### config.mk
export PLATFORM = sky130hd
export DESIGN_NAME = pdq_cell
export DESIGN_NICKNAME = d
export VERILOG_FILES = /design/src/hw/rtl/pdq_pkg.sv /design/src/hw/rtl/pdq_cell.sv
export SDC_FILE = /design/constraint.sdc
export NUM_CORES = 1
export LEC_CHECK = 0
export BUFFER_PORTS_ARGS = -buffer_cell sky130_fd_sc_hd__buf_4
export CORE_MARGIN = 3
export CORE_UTILIZATION = 40
export CTS_CLUSTER_SIZE = 10
export DETAILED_ROUTE_END_ITERATION = 8
export GPL_ROUTABILITY_DRIVEN = 0
export PLACE_DENSITY_LB_ADDON = 0.15
export RECOVER_POWER = 25
export SYNTH_ARGS = -nofsm -noshare
export SYNTH_HDL_FRONTEND = slang
export SYNTH_SLANG_ARGS = --single-unit
### constraint.sdc
create_clock -name clk_i -period 8.62 [get_ports clk_i]
set_clock_uncertainty 0.1 [all_clocks]
set_input_delay 1.724 -clock clk_i [delete_from_list [all_inputs] [get_ports clk_i]]
set_output_delay 1.724 -clock clk_i [all_outputs]
set_load 0.03 [all_outputs]
### src/hw/rtl/pdq_pkg.sv
// ----------------------------------------------------------------------------
// pdq_pkg
// Shared types and constants for the positional deque.
// ----------------------------------------------------------------------------
package pdq_pkg;

  localparam int OpW      = 4;
  localparam int ValW     = 32;
  localparam int PosW     = 7;
  localparam int StW      = 2;
  localparam int CountW   = 7;
  localparam int InTdataW  = 48;  // 4 + 32 + 7 = 43, padded to bytes
  localparam int OutTdataW = 48;  // 32 + 2 + 7 + 1 = 42, padded to bytes

  typedef enum logic [OpW-1:0] {
    OpPushBack  = 4'd0,
    OpPushFront = 4'd1,
    OpPopFront  = 4'd2,
    OpPopBack   = 4'd3,
    OpInsertAt  = 4'd4,
    OpRemoveAt  = 4'd5,
    OpReadFront = 4'd6,
    OpReadBack  = 4'd7,
    OpReadAt    = 4'd8
  } pdq_op_e;

  typedef enum logic [StW-1:0] {
    StOk    = 2'd0,
    StFull  = 2'd1,
    StEmpty = 2'd2,
    StRange = 2'd3
  } pdq_status_e;

  // Broadcast to every cell: open a gap at pos (ins) or close one at pos (rem).
  typedef struct packed {
    logic ins;
    logic rem;
  } pdq_cmd_t;

endpackage

### src/hw/rtl/pdq_cell.sv
// ----------------------------------------------------------------------------
// pdq_cell
// One storage slot of the deque row. Shifts toward the back on insert,
// toward the front on remove, and drives the read bus when selected.
// ----------------------------------------------------------------------------
module pdq_cell #(
  parameter int DataW = 32,
  parameter int CntW  = 7,
  parameter int Idx   = 0
) (
  input  logic             clk_i,
  input  pdq_pkg::pdq_cmd_t cmd_i,
  input  logic [CntW-1:0]  pos_i,
  input  logic [DataW-1:0] wdata_i,
  input  logic [DataW-1:0] prev_i,
  input  logic [DataW-1:0] next_i,
  input  logic [CntW-1:0]  rpos_i,
  output logic [DataW-1:0] data_o,
  output logic [DataW-1:0] rd_o
);
  import pdq_pkg::*;

  localparam logic [CntW-1:0] MyIdx = CntW'(Idx);

  logic [DataW-1:0] data_q;
  logic [DataW-1:0] data_d;

  always_comb begin
    data_d = data_q;
    if (cmd_i.ins) begin
      if (MyIdx == pos_i) begin
        data_d = wdata_i;
      end else if (MyIdx > pos_i) begin
        data_d = prev_i;
      end
    end else if (cmd_i.rem) begin
      if (MyIdx >= pos_i) begin
        data_d = next_i;
      end
    end
  end

  always_ff @(posedge clk_i) begin
    data_q <= data_d;
  end

  assign data_o = data_q;
  assign rd_o   = (MyIdx == rpos_i) ? data_q : '0;

endmodule

* Word level (Yosys, flattened, before mapping)
Index checks and enable logic that the tools add are counted.
Operators by class: mux-type cells 6, add/sub/neg operators 0, div/mod/pow operators 0, $mul 0, order comparisons 2, bitwise gates (word level) 0, eq/ne operators 1, reductions and logical operators 5, shift operators 0
Operator list (count):
- $mux W32 | 6
- $logic_not A7 Y1 | 2
- $ge A1 B7 Y1 const A | 1
- $gt A1 B7 Y1 const A | 1
- $reduce_bool A2 Y1 | 2
- $ne A3 B1 Y1 const B | 1
- $reduce_and A3 Y1 | 1
Storage, ports and cells: memories kept 0, word-level logic and storage cells 15, bits in writable memories 0, input bits 113, latch bits 0, bits in read-only memories 0, bits in registers 32

* Longest topological paths before layout
word-level depth 4, gate-level depth with buffers 4, gate-level depth less buffers 3

* Least setup slack after synthesis
Ideal clock, no wire load.
path type input to register, start in pos_i[4], end reg data_q[0], in the netlist data_o[0] (enable), setup time 0.461 ns, arrival 4.725 ns, path slack 3.334 ns, stages on the path 3, path through or4_4 > clkbuf_1 > nor3_1
Between the ends: longest elaborated chain between the ends 3, elaborated cells between the ends (all ways) 6
Ends and longest elaborated chain:
- from (decl) | line pdq_cell.sv:13 | input logic [CntW-1:0] pos_i,
- $gt A1 B7 Y1 (tied with other cells) | line pdq_cell.sv:33 | end else if (MyIdx > pos_i) begin
- $ne A3 B1 Y1 (no line) or $reduce_bool A2 Y1 (tied branches)
- $reduce_and A3 Y1 (no line) *
- to (signal assigned) | line pdq_cell.sv:44 | data_q <= data_d;
- to (decl) | line pdq_cell.sv:25 | logic [DataW-1:0] data_q;
Mark *: on every way between the ends. The rest lies on a longest branch, timed or not. A chain may end at the register's enable or synchronous reset.

* Final worst setup path
start in rpos_i[2], end out rd_o[17]
Between the ends: longest elaborated chain between the ends 2
Ends and longest elaborated chain:
- from (decl) | line pdq_cell.sv:17 | input logic [CntW-1:0] rpos_i,
- $logic_not A7 Y1 | line pdq_cell.sv:48 | assign rd_o = (MyIdx == rpos_i) ? data_q : '0;
- $mux W32 | line pdq_cell.sv:48
- to (decl) | line pdq_cell.sv:19 | output logic [DataW-1:0] rd_o
No other way between the ends.

==> metrics.md <==
| Metric | Value |
|---|---|
| Unrepaired setup endpoints after global routing | false |
| Final worst-path cycle share | 64.4% |
| Ports | 177 |
| WP data required | 6.80 ns |
| Tot Pwr | 0.360 mW |
| Congestion Overflow GR | 0 |
| Final setup viols | 0 |
| Remaining DRCs | 0 |
| Yosys top cell by area | edfxtp_1 |
| Kind of critical path | in2out |
| Crit Path Max Fanout | 32 |
| Core Footprint | 4790 um^2 |
| Final WL | 7.35 mm |
| Share of cells above drive strength 1 | 48.6% |
| Crit. End Element | primary output |
| Die height | 76.8 um |
| Detailed-placement wirelength estimate | 5.19 mm |
| Final Hold Vio Count | 0 |
| Clock tree buffer depth | 2 |
| Post-CTS Setup Bufs | 0 |
| Top post-synthesis cells by area | edfxtp_1 (48%), and2_2 (10%), a31oi_1 (10%) |
| Die extent in x | 76.8 um |
| CTS Hold Bufs | 0 |
| Sequential Area | 961 um^2 |
| Max FFs per register | 32 |
| Mapped Nets | 335 |
| Critical Path Source Type | input pin |
| CTS root buf | clkbuf_8 |
| Status | finished, final reports clean |
| Max Slew Vio Count | 0 |
| Min-delay worst type | in2reg |
| CP startpoint | rpos_i[2] |
| Initial Util | 41.9% |
| Clock sinks | 32 |
| Number of synthesized register bits | 32 |
| Fin cells | 456 |
| Number of global-route vias before repair | 2355 |
| Worst-path clk slew | 0.07 ns |
| Num CTS Buffers | 5 |
| Number of antenna diodes | 0 |
| Nets | 501 |
| Fin Setup TNS | 0 ns |
| Worst vdd ir | 0.0000578 V |
| Fmax | 180 MHz |
| Final worst path period need | 5.55 ns |
| Worst slew pin tran | 1.20 ns |
| Filler cells | 426 |
| Commonest non-fill, non-tap cell in the layout | buf_4 |
| Detailed-route via count | 2436 |
| Initial antenna violation count | 0 |
| Unique cell type count in the Yosys netlist | 18 |
| Area of the die | 5890 um^2 |
| Synthesized cell area | 2000 um^2 |
| H-tree Lvls | 2 |
| Max-cap violations | 0 |
| Remaining antenna violation count after routing | 0 |
| Crit path to | rd_o[17] |
| Vias per inst | 5.34 |
| I/O Buffers | 176 |
| First-pass GRT wire length | 11.4 mm |
| Synth top area share | 48.0% |
| Cells after Synth | 222 |
| WL per Instance | 16.1 um |
| Leak Pwr | 1.43 nW |
| Area Growth Syn to Fin | 66.4% |
| DR pass1 iterations | 4 |
| Starting DRT DRC Count | 131 |
| Inst Count DP | 448 |
| Yosys warns | 0 |
| Power Density | 108 nW/um^2 |
| Most frequent cells in the layout | buf_4 (148), nor2_1 (33), a31oi_1 (32), edfxtp_1 (32), clkbuf_1 (32) |
| CP Data Arrival Time | 3.73 ns |
| Syn avg cell area | 9.02 um^2 |
| FP Rows | 25 |
| GRT Overall Usage | 24.0% |
| Post-CTS resize count | 0 |
| CTS tree | done |
| Multi-input gate area | 971 um^2 |
| Slew margin rel. | 19.5% |
| Pin count of the biggest net entering global routing | 41 |
| Seq/Total Area, Yosys | 48.0% |
## area by class of cell
| cell class | instances | share of cell area, % |
|---|---|---|
| flip-flops and latches | 32 | 28.8 |
| multi-input cells | 168 | 29.1 |
| clock buffers | 5 | 2.06 |
| clock inverters | 3 | 0.413 |
| well taps | 67 | 2.52 |
| inverters | 1 | 0.113 |
| repair buffers | 180 | 36.9 |
## report_power, final
part / leakage (nW) / total (mW) / internal, mW / switching (mW)
combinational: 1.08 / 0.0744 / 0.0432 / 0.0312
sequential: 0.298 / 0.174 / 0.173 / 0.000404
clock: 0.0453 / 0.112 / 0.0548 / 0.0570
## per-layer routing
metal	vias to the layer above	GRT usage (%)	share of wire (%)
li1	1149	-	-
met1	1130	26.9	36
met2	143	44.2	53
met3	14	5.75	9.0
met4	0	7.97	1.8
met5	-	0	0
## worst min path at each step
stage / end / depth (start not counted) / from / slack, ns
finish: data_o[12]$_DFFE_PP_ / 3 / next_i[12] / 1.66
global route: data_o[12]$_DFFE_PP_ / 3 / next_i[12] / 1.65
CTS: data_o[12]$_DFFE_PP_ / 3 / next_i[12] / 1.65
detailed placement: data_o[26]$_DFFE_PP_ / 3 / next_i[26] / 1.95
global placement: data_o[23]$_DFFE_PP_ / 3 / next_i[23] / 1.94
floorplan: data_o[21]$_DFFE_PP_ / 2 / next_i[21] / 1.85
## critical path, cell delays in order
cell and delay, ns:
buf_4 0.11, or4_4 0.53, nor4_4 0.91, and2_2 0.30
buf_4 0.16
## synthesized netlist by cell type
cell and n:
a31oi_1 32, or3_1 1, clkbuf_1 15, edfxtp_1 32, nor4_2 1, buf_2 3, nor2_1 33, nand3_1 6
or4_4 2, o21ai_1 1, and2_2 28, a21oi_1 26, nor4_4 1, clkinv_1 1, clkbuf_2 3, and2_1 4
nor3_1 2, o21ai_0 31
## per-stage QoR
stage | area (um^2) | hold WS (ns) | setup slack (ns) | util (%)
after floorplan | 2000 | 1.85 | 3.33 | -
after global placement | 3370 | 1.94 | 3.09 | 70.4
after detailed placement | 3370 | 1.95 | 3.04 | 70.4
after CTS | 3450 | 1.65 | 3.04 | 72.2
after global routing | 3330 | 1.65 | 2.84 | 69.6
final | 3330 | 1.66 | 3.07 | 69.6
## cells by family (layout without fill, tap and decap cells)
kind of cell | after synthesis | in the layout | share of synthesized area, %
AO/OA/AOI/OAI | 90 | 90 | 24.5
AND/OR/NAND/NOR | 78 | 78 | 23.0
flip-flops | 32 | 32 | 48.0
buffers and inverters | 22 | 189 | 4.50
(Power assumes the default switching activity.)
